## src/hdl/i2cadc_pkg.sv

```systemverilog
// Package: phase map, reset values and record types of the ADC read sequencer.
package i2cadc_pkg;

  // Phase map of one read transaction
  localparam logic [6:0] PH_START  = 7'd0;
  localparam logic [6:0] PH_ADDR_W = 7'd2;
  localparam logic [6:0] PH_CHAN   = 7'd20;
  localparam logic [6:0] PH_RSTART = 7'd38;
  localparam logic [6:0] PH_ADDR_R = 7'd41;
  localparam logic [6:0] PH_RECV   = 7'd59;
  localparam logic [6:0] PH_NACK   = 7'd75;
  localparam logic [6:0] PH_STOP   = 7'd77;
  localparam logic [6:0] PH_LAST   = 7'd79;

  // Offsets inside one sent-byte segment
  localparam logic [4:0] OFF_ACK_LOW = 5'd16;

  localparam logic [6:0] RESET_DEV_ADDR = 7'd72;

  typedef struct packed {
    logic [6:0] phase;
    logic [7:0] shreg;
    logic [7:0] chan;
    logic       success;
    logic       active;
    logic       line_scl;
    logic       line_sda;
  } seq_state_t;

  typedef struct packed {
    logic       scl;
    logic       sda_drive;
    logic       busy_res;
    logic       done_res;
    logic       ok;
    logic [7:0] adc_value;
  } seq_result_t;

endpackage

```

## src/hdl/i2cadc_in_if.sv

```systemverilog
// Input channel: one transfer carries a begin or tick item.
interface i2cadc_in_if;
  logic       valid;
  logic       ready;
  logic       mode;
  logic [7:0] channel;
  logic       sda_in;

  modport source (output valid, mode, channel, sda_in, input ready);
  modport sink   (input valid, mode, channel, sda_in, output ready);
endinterface

```

## src/hdl/i2cadc_out_if.sv

```systemverilog
// Output channel: one transfer carries the bus levels and status of one item.
interface i2cadc_out_if;
  logic       valid;
  logic       ready;
  logic       scl;
  logic       sda_drive;
  logic       busy_res;
  logic       done_res;
  logic       ok;
  logic [7:0] adc_value;

  modport source (output valid, scl, sda_drive, busy_res, done_res, ok, adc_value,
                  input ready);
  modport sink   (input valid, scl, sda_drive, busy_res, done_res, ok, adc_value,
                  output ready);
endinterface

```

## src/hdl/i2cadc_step.sv

```systemverilog
// Next-state and result logic for one item of the I2C read sequence.
module i2cadc_step (
  input  i2cadc_pkg::seq_state_t  st,
  input  logic                    mode,
  input  logic [7:0]              channel,
  input  logic                    sda_in,
  input  logic [6:0]              dev_addr,
  output i2cadc_pkg::seq_state_t  st_next,
  output i2cadc_pkg::seq_result_t res
);

  logic [6:0] base;
  logic [6:0] off_full;
  logic [4:0] off;

  // Pick the start of the sent-byte segment and form the offset into it
  always_comb begin
    if (st.phase < i2cadc_pkg::PH_CHAN) begin
      base = i2cadc_pkg::PH_ADDR_W;
    end else if (st.phase < i2cadc_pkg::PH_RSTART) begin
      base = i2cadc_pkg::PH_CHAN;
    end else begin
      base = i2cadc_pkg::PH_ADDR_R;
    end
    off_full = st.phase - base;
    off      = off_full[4:0];
  end

  // Advance one phase, or start / hold on begin items
  always_comb begin
    logic       scl_v;
    logic       sda_v;
    logic       okv;
    logic [6:0] nxt_ph;

    st_next = st;
    res     = '0;
    scl_v   = 1'b1;
    sda_v   = 1'b1;
    okv     = 1'b0;
    nxt_ph  = st.phase + 7'd1;

    if (mode) begin
      if (!st.active) begin
        st_next.chan    = channel;
        st_next.success = 1'b1;
        st_next.shreg   = '0;
        st_next.phase   = i2cadc_pkg::PH_START;
        st_next.active  = 1'b1;
      end
      res.scl       = st.line_scl;
      res.sda_drive = st.line_sda;
      res.busy_res  = 1'b1;
    end else if (!st.active) begin
      st_next.line_scl = 1'b1;
      st_next.line_sda = 1'b1;
      res.scl          = 1'b1;
      res.sda_drive    = 1'b1;
    end else begin
      case (st.phase) inside
        [i2cadc_pkg::PH_START : i2cadc_pkg::PH_ADDR_W - 7'd1]: begin
          scl_v = 1'b1;
          sda_v = (st.phase == i2cadc_pkg::PH_START);
          if (st.phase != i2cadc_pkg::PH_START) begin
            st_next.shreg = {dev_addr, 1'b0};
          end
        end
        [i2cadc_pkg::PH_ADDR_W : i2cadc_pkg::PH_RSTART - 7'd1],
        [i2cadc_pkg::PH_ADDR_R : i2cadc_pkg::PH_RECV - 7'd1]: begin
          if (off < i2cadc_pkg::OFF_ACK_LOW) begin
            // data bit: low half sets SDA, high half shifts
            scl_v = off[0];
            sda_v = st.shreg[7];
            if (off[0]) begin
              st_next.shreg = {st.shreg[6:0], 1'b0};
            end
          end else if (off == i2cadc_pkg::OFF_ACK_LOW) begin
            scl_v = 1'b0;
          end else if (sda_in) begin
            // NACK: abandon and go to stop
            st_next.success = 1'b0;
            nxt_ph          = i2cadc_pkg::PH_STOP;
          end else if (st.phase == i2cadc_pkg::PH_CHAN - 7'd1) begin
            st_next.shreg = st.chan;
          end else if (st.phase == i2cadc_pkg::PH_RECV - 7'd1) begin
            st_next.shreg = '0;
          end
        end
        [i2cadc_pkg::PH_RSTART : i2cadc_pkg::PH_ADDR_R - 7'd1]: begin
          scl_v = (st.phase != i2cadc_pkg::PH_RSTART);
          sda_v = (st.phase != i2cadc_pkg::PH_ADDR_R - 7'd1);
          if (st.phase == i2cadc_pkg::PH_ADDR_R - 7'd1) begin
            st_next.shreg = {dev_addr, 1'b1};
          end
        end
        [i2cadc_pkg::PH_RECV : i2cadc_pkg::PH_NACK - 7'd1]: begin
          // receive phases start on an odd index with SCL low
          scl_v = ~st.phase[0];
          if (!st.phase[0]) begin
            st_next.shreg = {st.shreg[6:0], sda_in};
          end
        end
        [i2cadc_pkg::PH_NACK : i2cadc_pkg::PH_STOP - 7'd1]: begin
          scl_v = (st.phase != i2cadc_pkg::PH_NACK);
        end
        [i2cadc_pkg::PH_STOP : i2cadc_pkg::PH_LAST - 7'd1]: begin
          scl_v = (st.phase != i2cadc_pkg::PH_STOP);
          sda_v = 1'b0;
        end
        default: begin
          // end of stop; an unused index ends as a failure
          if (st.phase != i2cadc_pkg::PH_LAST) begin
            st_next.success = 1'b0;
          end
          okv            = st_next.success;
          res.done_res   = 1'b1;
          res.ok         = okv;
          res.adc_value  = okv ? st.shreg : 8'd0;
          st_next.active = 1'b0;
          nxt_ph         = i2cadc_pkg::PH_START;
        end
      endcase
      st_next.phase    = nxt_ph;
      st_next.line_scl = scl_v;
      st_next.line_sda = sda_v;
      res.scl          = scl_v;
      res.sda_drive    = sda_v;
      res.busy_res     = st_next.active;
    end
  end

endmodule

```

## src/hdl/i2c_adc_read_sequencer.sv

```systemverilog
// Top level: I2C master sequencer for one ADC read, one bus phase per item.
//
//   channel    dir   contents
//   in_item    in    mode, channel, sda_in
//   out_item   out   scl, sda_drive, busy_res, done_res, ok, adc_value
//   cfg_*      in    device_address write (cfg_we, cfg_wdata)
//
// The phase logic sits between the sequencer state and the result register,
// so one transfer in and one out per clock while out_item does not stall.
// The result register frees when its transfer completes in the same cycle.
// rst (synchronous) clears the phase state, drops the result and loads
// device address 72; the bus lines read as released.
// A stall on out_item holds the result and holds in_item ready low.
module i2c_adc_read_sequencer (
  input  logic               clk,
  input  logic               rst,
  input  logic               cfg_we,
  input  logic [6:0]         cfg_wdata,
  i2cadc_in_if.sink          in_item,
  i2cadc_out_if.source       out_item
);

  i2cadc_pkg::seq_state_t  st;
  i2cadc_pkg::seq_state_t  st_next;
  i2cadc_pkg::seq_result_t res;
  i2cadc_pkg::seq_result_t res_next;
  logic [6:0]              dev_addr;
  logic                    out_valid;
  logic                    accept;

  assign in_item.ready = !out_valid || out_item.ready;
  assign accept        = in_item.valid && in_item.ready;

  i2cadc_step u_step (
    .st       (st),
    .mode     (in_item.mode),
    .channel  (in_item.channel),
    .sda_in   (in_item.sda_in),
    .dev_addr (dev_addr),
    .st_next  (st_next),
    .res      (res_next)
  );

  // Hold sequencer state, address register and result valid
  always_ff @(posedge clk) begin
    if (rst) begin
      st <= '{phase: '0, shreg: '0, chan: '0, success: 1'b0, active: 1'b0,
              line_scl: 1'b1, line_sda: 1'b1};
      dev_addr  <= i2cadc_pkg::RESET_DEV_ADDR;
      out_valid <= 1'b0;
    end else begin
      if (cfg_we) begin
        dev_addr <= cfg_wdata;
      end
      if (accept) begin
        st        <= st_next;
        out_valid <= 1'b1;
      end else if (out_item.ready) begin
        out_valid <= 1'b0;
      end
    end
  end

  // Capture the result of each accepted item
  always_ff @(posedge clk) begin
    if (accept) begin
      res <= res_next;
    end
  end

  assign out_item.valid     = out_valid;
  assign out_item.scl       = res.scl;
  assign out_item.sda_drive = res.sda_drive;
  assign out_item.busy_res  = res.busy_res;
  assign out_item.done_res  = res.done_res;
  assign out_item.ok        = res.ok;
  assign out_item.adc_value = res.adc_value;

endmodule

```

## src/flat_wrapper.sv

```systemverilog
// flat-port wrapper written by rule: the top's interface ports become plain ports
module i2c_adc_read_sequencer_flat 
  (clk, rst, cfg_we, cfg_wdata, in_item_valid, in_item_mode, in_item_channel, in_item_sda_in, in_item_ready, out_item_valid, out_item_scl, out_item_sda_drive, out_item_busy_res, out_item_done_res, out_item_ok, out_item_adc_value, out_item_ready);
  i2cadc_in_if in_item_i ();
  i2cadc_out_if out_item_i ();
  input  logic clk;
  input  logic rst;
  input  logic cfg_we;
  input  logic [6:0] cfg_wdata;
  input wire logic [$bits(in_item_i.valid)-1:0] in_item_valid;
  input wire logic [$bits(in_item_i.mode)-1:0] in_item_mode;
  input wire logic [$bits(in_item_i.channel)-1:0] in_item_channel;
  input wire logic [$bits(in_item_i.sda_in)-1:0] in_item_sda_in;
  output wire logic [$bits(in_item_i.ready)-1:0] in_item_ready;
  output wire logic [$bits(out_item_i.valid)-1:0] out_item_valid;
  output wire logic [$bits(out_item_i.scl)-1:0] out_item_scl;
  output wire logic [$bits(out_item_i.sda_drive)-1:0] out_item_sda_drive;
  output wire logic [$bits(out_item_i.busy_res)-1:0] out_item_busy_res;
  output wire logic [$bits(out_item_i.done_res)-1:0] out_item_done_res;
  output wire logic [$bits(out_item_i.ok)-1:0] out_item_ok;
  output wire logic [$bits(out_item_i.adc_value)-1:0] out_item_adc_value;
  input wire logic [$bits(out_item_i.ready)-1:0] out_item_ready;
  assign in_item_i.valid = in_item_valid;
  assign in_item_i.mode = in_item_mode;
  assign in_item_i.channel = in_item_channel;
  assign in_item_i.sda_in = in_item_sda_in;
  assign in_item_ready = in_item_i.ready;
  assign out_item_valid = out_item_i.valid;
  assign out_item_scl = out_item_i.scl;
  assign out_item_sda_drive = out_item_i.sda_drive;
  assign out_item_busy_res = out_item_i.busy_res;
  assign out_item_done_res = out_item_i.done_res;
  assign out_item_ok = out_item_i.ok;
  assign out_item_adc_value = out_item_i.adc_value;
  assign out_item_i.ready = out_item_ready;
  i2c_adc_read_sequencer u_core (.clk(clk), .rst(rst), .cfg_we(cfg_we), .cfg_wdata(cfg_wdata), .in_item(in_item_i), .out_item(out_item_i));
endmodule
```

## config.mk

```make
export PLATFORM = sky130hd
export DESIGN_NAME = i2c_adc_read_sequencer_flat
export DESIGN_NICKNAME = d
export VERILOG_FILES = /design/src/hdl/i2cadc_pkg.sv /design/src/hdl/i2cadc_in_if.sv /design/src/hdl/i2cadc_out_if.sv /design/src/hdl/i2cadc_step.sv /design/src/hdl/i2c_adc_read_sequencer.sv /design/src/flat_wrapper.sv
export SDC_FILE = /design/constraint.sdc
export NUM_CORES = 1
export LEC_CHECK = 0
export ABC_AREA = 1
export ABC_CLOCK_PERIOD_IN_PS = 3900
export BUFFER_PORTS_ARGS = -buffer_cell sky130_fd_sc_hd__buf_2
export CAP_MARGIN = 20
export CORE_ASPECT_RATIO = 1.25
export CORE_MARGIN = 2
export CORE_UTILIZATION = 45
export DETAILED_ROUTE_END_ITERATION = 7
export PLACE_DENSITY = 0.74
export SKIP_LAST_GASP = 1
export SYNTH_ARGS = -nofsm -noshare
export SYNTH_HDL_FRONTEND = slang
export SYNTH_HIERARCHICAL = 1
export SYNTH_SLANG_ARGS = --single-unit
```

## constraint.sdc

```tcl
create_clock -name clk -period 3.9 [get_ports clk]
set_input_delay 0.39 -clock clk [delete_from_list [all_inputs] [get_ports clk]]
set_output_delay 0.39 -clock clk [all_outputs]
set_load 0.005 [all_outputs]
```

# Word-level counts from Yosys, hierarchy flattened
# Cells that the tools add are included.
dict set report classes {
  bitwise_logic 4
  n_addsub 2
  n_reduce_logical 24
  muxes 80
  n_lt_le_gt_ge 17
  eq_ne 25
}
# op n
set op_table {}
lappend op_table {{8-bit 2-to-1 mux} 14}
lappend op_table {{7-bit 2-to-1 mux} 9}
lappend op_table {{10-bit 2-to-1 mux} 6}
lappend op_table {{1-bit 2-to-1 mux} 41}
lappend op_table {{15-bit 2-to-1 mux} 2}
lappend op_table {{25-bit 2-to-1 mux} 1}
lappend op_table {{11-bit AND reduction} 2}
lappend op_table {{7-bit by 6-bit greater-or-equal comparator with 1-bit output (second input constant)} 3}
lappend op_table {{7-bit by 6-bit <= comparator with 1-bit output (second input constant)} 3}
lappend op_table {{7-bit <= comparator (second input constant)} 3}
lappend op_table {{7-bit != test (second input constant)} 3}
lappend op_table {{5-bit != test (second input constant)} 4}
lappend op_table {{3-bit by 2-bit != test with 1-bit output (second input constant)} 5}
lappend op_table {{7-bit by 6-bit equality test with 1-bit output (second input constant)} 2}
lappend op_table {{7-bit greater-or-equal comparator (second input constant)} 2}
lappend op_table {{7-bit by 6-bit != test with 1-bit output (second input constant)} 2}
lappend op_table {{11-bit 2-to-1 mux} 1}
lappend op_table {{5-bit 2-to-1 mux} 2}
lappend op_table {{10-bit OR reduction} 1}
lappend op_table {{3-bit != test (second input constant)} 3}
lappend op_table {{9-bit OR reduction} 1}
lappend op_table {{1-bit logical AND} 8}
lappend op_table {{8-bit OR reduction} 1}
lappend op_table {{7-bit by 1-bit adder with 7-bit output (second input constant)} 1}
lappend op_table {{other kinds (24)} 32}
dict set report word_totals {
  elab_cells 167
  ff_bits 48
  in_bits 22
  output_inout_bits 15
}

# Depth between registers and ports, before layout
# Gate-level depths: netlist of the first run.
dict set report depth {
  ltp_word 19
  mapped_depth 29
  mapped_depth_nobuf 27
}

# Hierarchy
# Netlist of the first run, hierarchy kept.
# module instances cells_each area_each_um2 seq_area_each_um2
set modules_own_cells {}
lappend modules_own_cells {i2cadc_step 1 510 2462.4 0.0}
lappend modules_own_cells {i2c_adc_read_sequencer 1 221 1886.8 1091.0}

# Least setup slack after synthesis of the first run
# OpenSTA, ideal clock, no wires.
dict set report synth_path {
  path_type {register to register}
  from {register u_core/st[25] (netlist name)}
  to {register u_core/st[25] (netlist name)}
  arrival_ps 2656
  setup_ps 64
  period_less_slack_ps 2720
  required_time_ps 3836
  path_buffers 0
  path_stages_with_launch 22
  path_slack_ps 1180
  path_cell_list {dfxtp_1 inv_4 nor2_8 nand3_4 nand2_4 ha_1 inv_1 fa_1 xor2_1 nor2_1 nand2_1 nor2_4 nor2_1 nand2_2 nor2_2 nor2_2 nand2_2 o21ai_2 inv_1 nand3_1 nand2_1 nor2_1}
}

==> reports/qor.txt, run 1 <==
================================================================================
Endpoint kind of the worst setup timing path ......................     register
Filler Cells Inserted .............................................        1,045
Cell accounting for the most synthesized area ..................... sky130_fd_sc_hd__nand2_1
Standard cell with the maximum stage delay on the critical path ... sky130_fd_sc_hd__dfxtp_1
Power consumption .................................................      1.66 mW
Residual overflow from global routing .............................            0
Buffers added on ports ............................................           36
Sink count of the clock tree ......................................           48
Pwr per Cell Area .................................................  357 mW/mm^2
Total number of vias ..............................................        4,437
Data arrival, critical path .......................................      3410 ps
Vertical die dimension ............................................       114 um
Maximum clock path buffer count ...................................            2
Wire length of the first global-routing pass ......................      18.7 mm
Detailed Route WL .................................................      11.0 mm
Number of buffer and inverter stages on the critical path .........            4
Critical Path Max Stage Delay .....................................       620 ps
Chip Width ........................................................      91.9 um
Antenna Violating Nets Remaining ..................................            0
Sequential-to-total area share from yosys stat ....................        25.1%
Clock transition at the registers of the reported paths ...........        70 ps
Post-CTS Setup Bufs ...............................................            0
Post-synthesis register bit count .................................           48
Fin crit period ...................................................      3220 ps
Maximum capacitance violations ....................................            0
Final count of pins violating max slew ............................            0
Avg Inst Size Synth ...............................................    5.95 um^2
Critical Path Source Type .........................................     register
Insertion delay to the later sink of the worst-skew pair ..........       300 ps
Iteration-0 DRC Markers ...........................................          374
Maximum number of pins on one net before global-route repair ......           56
Number of primary I/O pins ........................................           37
Period utilization ................................................        82.6%
Net count after synthesis .........................................          761
Fmax ..............................................................      311 MHz
Total Negative Setup Slacks .......................................         0 ps
Remaining max-slew budget at the tightest pin .....................        32.6%
Layout cells sized above 1 ........................................        14.4%
Synth warnings ....................................................            6
CTS Root Cell ..................................................... sky130_fd_sc_hd__clkbuf_16
Drc violations ....................................................            0
Worst slack, placed ...............................................       702 ps
Post-layout instance area ......................................... 0.00465 mm^2
Netlist area before placement ..................................... 0.00435 mm^2
Gates resized, CTS repair .........................................            0
Clock tree from TritonCTS .........................................        built
Family with the most delay on the worst path ...................... simple AND/OR/NAND/NOR gates
Dominant cells by area after synthesis ............................ sky130_fd_sc_hd__nand2_1 23%, sky130_fd_sc_hd__dfxtp_1 16%, sky130_fd_sc_hd__edfxtp_1 9.0%
Peak supply drop ..................................................   0.000158 V
Die footprint .....................................................  0.0105 mm^2
Clock Skew ........................................................      9.29 ps
Vias in the first global route ....................................        3,922
Area Growth Syn to Fin ............................................        6.90%
Floorplan row count ...............................................           40
Crit path kind .................................................... register to register
Standby leakage power .............................................      2.33 nW
Initial standard-cell utilization of the core .....................        45.7%
Cts hold-fix bufs .................................................            0
Number of antenna violations at the first check in global routing .            0
Data required time of the critical path ...........................      4090 ps
Placeable core region ............................................. 0.00951 mm^2
Average wire per cell in the routed design ........................      12.5 um
Estimated wirelength of the detail-placed design ..................      8.05 mm
H-Tree Depth ......................................................            2
Post-synthesis cell type count ....................................           40
Antenna diode count ...............................................            0
Hold Violations, Final ............................................            0
Commonest non-fill, non-tap cell in the layout .................... sky130_fd_sc_hd__nand2_1
Fraction of post-synthesis cell area in the top cell type by area .        23.0%
Number of endpoints failing setup at the final stage ..............            0
Worst min-delay path class ........................................ input pin to register
Final layout net count ............................................          777
Worst setup margin ................................................       680 ps
Unrepaired setup endpoints after global routing ...................           no
Number of vias per cell after detailed routing ....................         5.08
Tightest Pin Transition ...........................................      1010 ps
Clock buffers created by TritonCTS ................................            5
Run status ........................................................ finished clean
Final weighted congestion in routability-driven placement .........        0.918
Cell count after synthesis ........................................          731
Commonest cells after routing, fill and taps aside ................ 266 x sky130_fd_sc_hd__nand2_1, 78 x sky130_fd_sc_hd__nor2_1, 74 x sky130_fd_sc_hd__inv_1, 74 x sky130_fd_sc_hd__nand3_1, 40 x sky130_fd_sc_hd__a21oi_1
Max FO, Critical Path .............................................           20
Cell area reported after detailed placement ....................... 0.00447 mm^2
Crit-path most repeated cell ...................................... sky130_fd_sc_hd__nand2_1
All-layer global routing usage ....................................        21.7%
Number of iterations in the first detailed-routing pass ...........            5
================================================================================
per-stage QoR:
stage / std cells / utilization (%) / hold WS (ps)
floorplan: 731 / - / 421
global placement: 865 / 47.0 / 436
detailed placement: 865 / 47.0 / 443
CTS: 873 / 48.6 / 246
global route: 874 / 48.9 / 256
finish: 874 / 48.9 / 256
final timing paths:
path              cells past startpoint  slack, ps                       start                                  to
setup / recovery                     27        680  u_core/st[26]$_SDFFE_PP0P_          u_core/st[15]$_SDFFE_PP0P_
hold / removal                        2        260                         rst  u_core/out_item.valid$_SDFFE_PP0P_
setup reg to reg                     27        680  u_core/st[26]$_SDFFE_PP0P_          u_core/st[15]$_SDFFE_PP0P_
hold reg to reg                       2        450   u_core/st[1]$_SDFFE_PP1P_           u_core/st[1]$_SDFFE_PP1P_
cell usage after synthesis:
| master | instances |
|---|---|
| sky130_fd_sc_hd__o22ai_1 | 1 |
| sky130_fd_sc_hd__nor4_1 | 1 |
| sky130_fd_sc_hd__clkbuf_1 | 7 |
| sky130_fd_sc_hd__nor3_1 | 9 |
| sky130_fd_sc_hd__a21oi_1 | 40 |
| sky130_fd_sc_hd__inv_4 | 4 |
| sky130_fd_sc_hd__nand2_2 | 17 |
| sky130_fd_sc_hd__nand2_8 | 2 |
| sky130_fd_sc_hd__nor3b_1 | 1 |
| sky130_fd_sc_hd__dfxtp_1 | 35 |
| sky130_fd_sc_hd__nand4_1 | 2 |
| sky130_fd_sc_hd__o221ai_1 | 1 |
| sky130_fd_sc_hd__o211ai_1 | 1 |
| sky130_fd_sc_hd__o211ai_2 | 1 |
| sky130_fd_sc_hd__buf_6 | 10 |
| sky130_fd_sc_hd__inv_1 | 74 |
| sky130_fd_sc_hd__o21ai_0 | 25 |
| sky130_fd_sc_hd__nor2_4 | 4 |
| sky130_fd_sc_hd__edfxtp_1 | 13 |
| sky130_fd_sc_hd__nand3_2 | 3 |
| sky130_fd_sc_hd__buf_2 | 7 |
| sky130_fd_sc_hd__nand3_1 | 74 |
| sky130_fd_sc_hd__fa_1 | 1 |
| sky130_fd_sc_hd__buf_12 | 1 |
| sky130_fd_sc_hd__ha_1 | 7 |
| sky130_fd_sc_hd__o21ai_2 | 3 |
| sky130_fd_sc_hd__nor2_1 | 78 |
| sky130_fd_sc_hd__nor2_2 | 10 |
| sky130_fd_sc_hd__nor3_2 | 1 |
| sky130_fd_sc_hd__nand3_4 | 1 |
| sky130_fd_sc_hd__clkinv_1 | 1 |
| sky130_fd_sc_hd__a31oi_1 | 1 |
| sky130_fd_sc_hd__xor2_1 | 3 |
| sky130_fd_sc_hd__nor2_8 | 1 |
| sky130_fd_sc_hd__inv_2 | 6 |
| sky130_fd_sc_hd__nand2_4 | 4 |
| sky130_fd_sc_hd__nand2_1 | 266 |
| sky130_fd_sc_hd__buf_4 | 9 |
| sky130_fd_sc_hd__or2_2 | 1 |
| sky130_fd_sc_hd__o21ai_1 | 5 |
layout make-up:
cell class | instances | area, um^2 | area share (%)
timing repair buffer | 43 | 253 | 5.44
inverter | 85 | 329 | 7.08
clock inverter | 1 | 8.76 | 0.188
multi-input combinational | 564 | 2670 | 57.4
clock buffer | 7 | 143 | 3.07
sequential | 48 | 1090 | 23.5
tap | 126 | 158 | 3.39
flip-flops by register name (all words and copies together) (netlist names):
name	flops
u_core/out_item.busy_res	1
u_core/out_item.done_res	1
u_core/out_item.adc_value	8
u_core/out_item.scl	1
u_core/st	27
u_core/out_item.sda_drive	1
u_core/out_item.valid	1
u_core/dev_addr	7
u_core/out_item.ok	1
layer usage:
| layer | global-route usage, % | routed length (um) | up-vias |
|---|---|---|---|
| met2 | 36.3 | 5060 | 159 |
| met4 | 7.36 | 220 | 0 |
| met1 | 29.1 | 4990 | 1947 |
| met3 | 2.64 | 688 | 13 |
| met5 | 0 | 0 | - |
| li1 | - | - | 2318 |
report_power, final:
part	leakage (nW)	switching (mW)	internal (mW)
Clock	0.0741	0.188	0.257
Combinational	1.84	0.418	0.207
Sequential	0.417	0.0404	0.548
cell families (layout without fill, tap and decap cells):
| family | count (synthesis) | in the layout | synth area share (%) |
|---|---|---|---|
| DFF | 48 | 48 | 25.1 |
| xor gates and xnor gates | 3 | 3 | 0.604 |
| buffers and inverters | 119 | 136 | 13.6 |
| adders and majority gates | 8 | 8 | 2.47 |
| AOI/OAI and AO/OA | 78 | 78 | 9.61 |
| and+or+nand+nor | 475 | 475 | 48.6 |
Power figures use the tool's default switching activity.
==> run 2: changes to the inputs <==
ABC_CLOCK_PERIOD_IN_PS = 3340   (was 3900)
clock period = 3.34 ns   (was 3.9 ns; I/O delays follow)
==> reports/qor.txt, run 2 (synthesis results as in run 1) <==
================================================================================
Critical Path Source Type .........................................     register
Tightest Pin Transition ...........................................      1020 ps
Endpoint kind of the worst setup timing path ......................     register
Max FFs per register ..............................................           27
Run status ........................................................ finished clean
Commonest cells after routing, fill and taps aside ................ 266 x sky130_fd_sc_hd__nand2_1, 78 x sky130_fd_sc_hd__nor2_1, 74 x sky130_fd_sc_hd__inv_1, 74 x sky130_fd_sc_hd__nand3_1, 40 x sky130_fd_sc_hd__a21oi_1
Crit path kind .................................................... register to register
Number of primary I/O pins ........................................           37
Antenna diode count ...............................................            0
Clock transition at the registers of the reported paths ...........        70 ps
CTS Root Cell ..................................................... sky130_fd_sc_hd__clkbuf_16
Data required time of the critical path ...........................      3530 ps
Number of antenna violations at the first check in global routing .            0
Filler Cells Inserted .............................................        1,002
Final layout net count ............................................          782
Commonest non-fill, non-tap cell in the layout .................... sky130_fd_sc_hd__nand2_1
Standby leakage power .............................................      2.36 nW
Vertical die dimension ............................................       114 um
Insertion delay to the later sink of the worst-skew pair ..........       300 ps
Pwr per Cell Area .................................................  420 mW/mm^2
Layout cells sized above 1 ........................................        15.3%
Total number of vias ..............................................        4,437
Number of vias per cell after detailed routing ....................         5.05
Max FO, Critical Path .............................................           20
H-Tree Depth ......................................................            2
Hold Path Stages ..................................................            2
Floorplan row count ...............................................           40
Post-Route Hold Slack .............................................       196 ps
Initial standard-cell utilization of the core .....................        45.7%
Period utilization ................................................        93.3%
Remaining max-slew budget at the tightest pin .....................        31.9%
Estimated wirelength of the detail-placed design ..................      8.12 mm
Worst setup margin ................................................       222 ps
Final count of pins violating max slew ............................            0
Die footprint .....................................................  0.0105 mm^2
Antenna Violating Nets Remaining ..................................            0
Vias in the first global route ....................................        3,675
Post-CTS Setup Bufs ...............................................            0
Fin crit period ...................................................      3120 ps
Chip Width ........................................................      91.9 um
Clock tree from TritonCTS .........................................        built
Fmax ..............................................................      321 MHz
Residual overflow from global routing .............................            0
Maximum clock path buffer count ...................................            2
Final weighted congestion in routability-driven placement .........        0.910
Wire length of the first global-routing pass ......................      18.4 mm
Number of endpoints failing setup at the final stage ..............            0
Average wire per cell in the routed design ........................      12.6 um
Clock buffers created by TritonCTS ................................            5
Data arrival, critical path .......................................      3310 ps
Hold Violations, Final ............................................            0
All-layer global routing usage ....................................        21.7%
Maximum number of pins on one net before global-route repair ......           56
Area Growth Syn to Fin ............................................        8.20%
Worst min-delay path class ........................................ input pin to register
Sink count of the clock tree ......................................           48
Number of iterations in the first detailed-routing pass ...........            5
Worst slack, placed ...............................................       163 ps
Maximum capacitance violations ....................................            0
Detailed Route WL .................................................      11.0 mm
Register name with the most flops .................................    u_core/st
Iteration-0 DRC Markers ...........................................          342
Peak supply drop ..................................................   0.000185 V
Placeable core region ............................................. 0.00951 mm^2
Clock Skew ........................................................      10.3 ps
Buffers added on ports ............................................           36
Power consumption .................................................      1.98 mW
Number of cells on the worst reg-to-reg path ......................           27
Drc violations ....................................................            0
================================================================================
[run 2: cell types whose count changed in the layout (fill, tap and decap cells not counted)]
cell and change:
sky130_fd_sc_hd__dfxtp_2 +2, sky130_fd_sc_hd__nand2_8 +1, sky130_fd_sc_hd__buf_4 +5, sky130_fd_sc_hd__clkbuf_8 -1, sky130_fd_sc_hd__nand2_4 -1, sky130_fd_sc_hd__dfxtp_1 -2, sky130_fd_sc_hd__clkbuf_16 +1, sky130_fd_sc_hd__clkinv_4 -1
sky130_fd_sc_hd__clkinv_2 +1
[run 2: power by group]
part	switching (mW)	internal, mW	total, mW
Clock	0.222	0.322	0.544
Combinational	0.499	0.252	0.751
Sequential	0.0431	0.640	0.683
[run 2: cell type report]
| class | count | area [um^2] | area share [%] |
|---|---|---|---|
| sequential | 48 | 1090 | 23.2 |
| clock inverter | 1 | 5.00 | 0.106 |
| multi-input combinational | 564 | 2680 | 56.9 |
| timing repair buffer | 48 | 290 | 6.17 |
| tap | 126 | 158 | 3.35 |
| clock buffer | 7 | 154 | 3.27 |
| inverter | 85 | 329 | 6.99 |
[run 2: through the flow]
| step | instances | cell area (um^2) | setup TNS [ps] | utilization, % |
|---|---|---|---|---|
| after floorplan | 731 | 4350 | 0 | - |
| after global placement | 870 | 4510 | 0 | 47.4 |
| after detailed placement | 870 | 4510 | 0 | 47.4 |
| after CTS | 878 | 4670 | 0 | 49.1 |
| after global routing | 879 | 4710 | -29.5 | 49.5 |
| final | 879 | 4710 | 0 | 49.5 |
[run 2: repair_timing]
item / in CTS / in global routing
hold buffers: 0 / 0
resized for setup: 0 / 3
endpoints found under the setup margin: 0 / 16
[run 2: critical path, stage by stage (launching register included)]
cell and delay (ps):
sky130_fd_sc_hd__dfxtp_1 360, sky130_fd_sc_hd__buf_4 190, sky130_fd_sc_hd__nor2_8 120, sky130_fd_sc_hd__nand3_4 110, sky130_fd_sc_hd__nand2_4 100, sky130_fd_sc_hd__ha_1 150, sky130_fd_sc_hd__inv_1 60, sky130_fd_sc_hd__fa_1 400
sky130_fd_sc_hd__nand3_1 140, sky130_fd_sc_hd__nand3_1 80, sky130_fd_sc_hd__nand2_1 60, sky130_fd_sc_hd__nand2_1 90, sky130_fd_sc_hd__inv_1 100, sky130_fd_sc_hd__nand2_2 100, sky130_fd_sc_hd__nand2_8 160, sky130_fd_sc_hd__nand2_8 100
sky130_fd_sc_hd__nand2_2 70, sky130_fd_sc_hd__nand2_1 50, sky130_fd_sc_hd__nand2_1 60, sky130_fd_sc_hd__nand2_1 60, sky130_fd_sc_hd__nand2_1 50, sky130_fd_sc_hd__nand2_1 60, sky130_fd_sc_hd__nand2_1 70, sky130_fd_sc_hd__nand2_1 50
sky130_fd_sc_hd__inv_1 50, sky130_fd_sc_hd__nand3_1 60, sky130_fd_sc_hd__nand2_1 90, sky130_fd_sc_hd__nor2_1 40
[run 2: final timing paths]
kind	startpoint	slack [ps]	end
max	u_core/st[26]$_SDFFE_PP0P_	220	u_core/st[13]$_SDFFE_PP0P_
min	rst	200	u_core/out_item.valid$_SDFFE_PP0P_
max reg2reg	u_core/st[26]$_SDFFE_PP0P_	220	u_core/st[13]$_SDFFE_PP0P_
min reg2reg	u_core/st[1]$_SDFFE_PP1P_	450	u_core/st[1]$_SDFFE_PP1P_
[run 2: routing by layer]
metal	global-route usage [%]	share of wire, %
met5	0	0
met1	30.0	47
met3	2.71	4.7
met4	10.2	3.9
met2	33.7	44
==> run 3: changes to the inputs <==
ABC_CLOCK_PERIOD_IN_PS = 2600   (was 3340)
PLACE_DENSITY = 0.76   (was 0.74)
clock period = 2.6 ns   (was 3.34 ns; I/O delays follow)
==> reports/qor.txt, run 3 (synthesis results as in run 1) <==
================================================================================
Run status ........................................................ finished with violations
Failing checks .................................................... negative setup slack
Clock buffers created by TritonCTS ................................            5
Proportion of power drawn by flip-flops and latches ...............        32.6%
Vias in the first global route ....................................        4,088
Number of primary I/O pins ........................................           37
Initial standard-cell utilization of the core .....................        45.7%
Iteration-0 DRC Markers ...........................................          421
Standby leakage power .............................................      2.56 nW
Floorplan row count ...............................................           40
Number of iterations in the first detailed-routing pass ...........            5
Switching component of the power ..................................      1.09 mW
Buffers added on ports ............................................           36
Part of the total power dissipated in combinational logic .........        43.1%
Antenna diode count ...............................................            0
CTS Root Cell ..................................................... sky130_fd_sc_hd__clkbuf_16
Number of buffer and inverter stages on the critical path .........            5
Layout cells sized above 1 ........................................        23.7%
Final weighted congestion in routability-driven placement .........        0.948
Maximum capacitance violations ....................................            0
Detailed Route WL .................................................      11.8 mm
Worst setup margin ................................................      -182 ps
Number of antenna violations at the first check in global routing .            0
Chip Width ........................................................      91.9 um
Critical Path Max Stage Delay .....................................       410 ps
Peak supply drop ..................................................   0.000283 V
Estimated wirelength of the detail-placed design ..................      8.36 mm
Family with the most delay on the worst path ...................... simple AND/OR/NAND/NOR gates
H-Tree Depth ......................................................            2
Remaining max-slew budget at the tightest pin .....................        51.3%
Antenna Violating Nets Remaining ..................................            0
Power consumption .................................................      2.70 mW
Commonest non-fill, non-tap cell in the layout .................... sky130_fd_sc_hd__nand2_1
Data required time of the critical path ...........................      2800 ps
Hold Violations, Final ............................................            0
Period utilization ................................................         107%
Maximum number of pins on one net before global-route repair ......           55
Crit path kind .................................................... register to register
All-layer global routing usage ....................................        22.6%
Final count of pins violating max slew ............................            0
Clock transition at the registers of the reported paths ...........        70 ps
Max FO, Critical Path .............................................            6
Tightest Pin Transition ...........................................       730 ps
Filler Cells Inserted .............................................          970
Total number of vias ..............................................        4,682
Clock Skew ........................................................      6.38 ps
Wire length of the first global-routing pass ......................      19.4 mm
Final layout net count ............................................          819
Number of vias per cell after detailed routing ....................         5.11
Crit-path most repeated cell ...................................... sky130_fd_sc_hd__nand2_2
Insertion delay to the later sink of the worst-skew pair ..........       300 ps
Placeable core region ............................................. 0.00951 mm^2
Fin crit period ...................................................      2780 ps
Average wire per cell in the routed design ........................      12.9 um
Vertical die dimension ............................................       114 um
Data arrival, critical path .......................................      2980 ps
Endpoint kind of the worst setup timing path ......................     register
Standard cell with the maximum stage delay on the critical path ... sky130_fd_sc_hd__fa_2
Fraction of power spent switching nets ............................        40.4%
Final core occ ....................................................        54.1%
Power Internal ....................................................      1.61 mW
Worst min-delay path class ........................................ input pin to register
Sink count of the clock tree ......................................           48
Number of endpoints failing setup at the final stage ..............           12
Max FFs per register ..............................................           27
Clock tree from TritonCTS .........................................        built
Clock power frac ..................................................        24.2%
Cts hold-fix bufs .................................................            0
Die footprint .....................................................  0.0105 mm^2
Maximum clock path buffer count ...................................            2
Drc violations ....................................................            0
Total Negative Setup Slacks .......................................     -1450 ps
Fmax ..............................................................      359 MHz
Residual overflow from global routing .............................            0
Commonest cells after routing, fill and taps aside ................ 258 x sky130_fd_sc_hd__nand2_1, 73 x sky130_fd_sc_hd__nor2_1, 68 x sky130_fd_sc_hd__inv_1, 68 x sky130_fd_sc_hd__nand3_1, 45 x sky130_fd_sc_hd__buf_4
Pwr per Cell Area .................................................  525 mW/mm^2
Area Growth Syn to Fin ............................................        18.4%
Critical Path Source Type .........................................     register
Unrepaired setup endpoints after global routing ...................          yes
Register name with the most flops .................................    u_core/st
================================================================================
[run 3: power groups by stage]
stage | clock network, mW | registers (mW) | logic (mW)
floorplan | 0 | 0.878 | 0.819
global placement | 0 | 0.896 | 1.02
detailed placement | 0 | 0.897 | 1.02
CTS | 0.668 | 0.880 | 1.09
global route | 0.698 | 0.888 | 1.29
finish | 0.655 | 0.881 | 1.16
[run 3: repair_timing]
action	CTS	global route
setup buffers	5	4
pin swaps	14	29
gates resized for setup	12	30
cloned	2	1
setup endpoints to repair	19	20
[run 3: layout make-up]
cell class	instances	area (um^2)	area share, %
clock inverter	3	17.5	0.340
tap	126	158	3.06
inverter	85	344	6.68
multi-input combinational	566	2850	55.3
sequential	48	1110	21.5
timing repair buffer	83	549	10.7
clock buffer	5	125	2.43
[run 3: worst paths after layout]
check	startpoint	cells after the start	slack, ps	endpoint
worst max-delay path	u_core/st[26]$_SDFFE_PP0P_	26	-180	u_core/st[18]$_SDFFE_PP0P_
worst min-delay path	rst	2	120	u_core/out_item.valid$_SDFFE_PP0P_
worst max register to register	u_core/st[26]$_SDFFE_PP0P_	26	-180	u_core/st[18]$_SDFFE_PP0P_
worst min register to register	u_core/st[1]$_SDFFE_PP1P_	2	460	u_core/st[1]$_SDFFE_PP1P_
[run 3: metal layers]
metal	GRT usage, %	routed length [um]	vias to the layer above
li1	-	-	2407
met1	30.0	5330	2095
met2	36.8	5540	155
met3	3.37	654	25
met4	9.45	293	0
met5	0	0	-
[run 3: metrics by stage]
stage | setup slack, ps | instance area (um^2) | hold WS (ps) | instances
2_1_floorplan | -79.6 | 4400 | 329 | 731
4_1_cts | -173 | 5040 | 113 | 912
3_5_place_dp | -240 | 4770 | 435 | 897
5_1_grt | -393 | 5150 | 121 | 916
3_3_place_gp | -186 | 4770 | 433 | 897
6_report | -182 | 5150 | 118 | 916
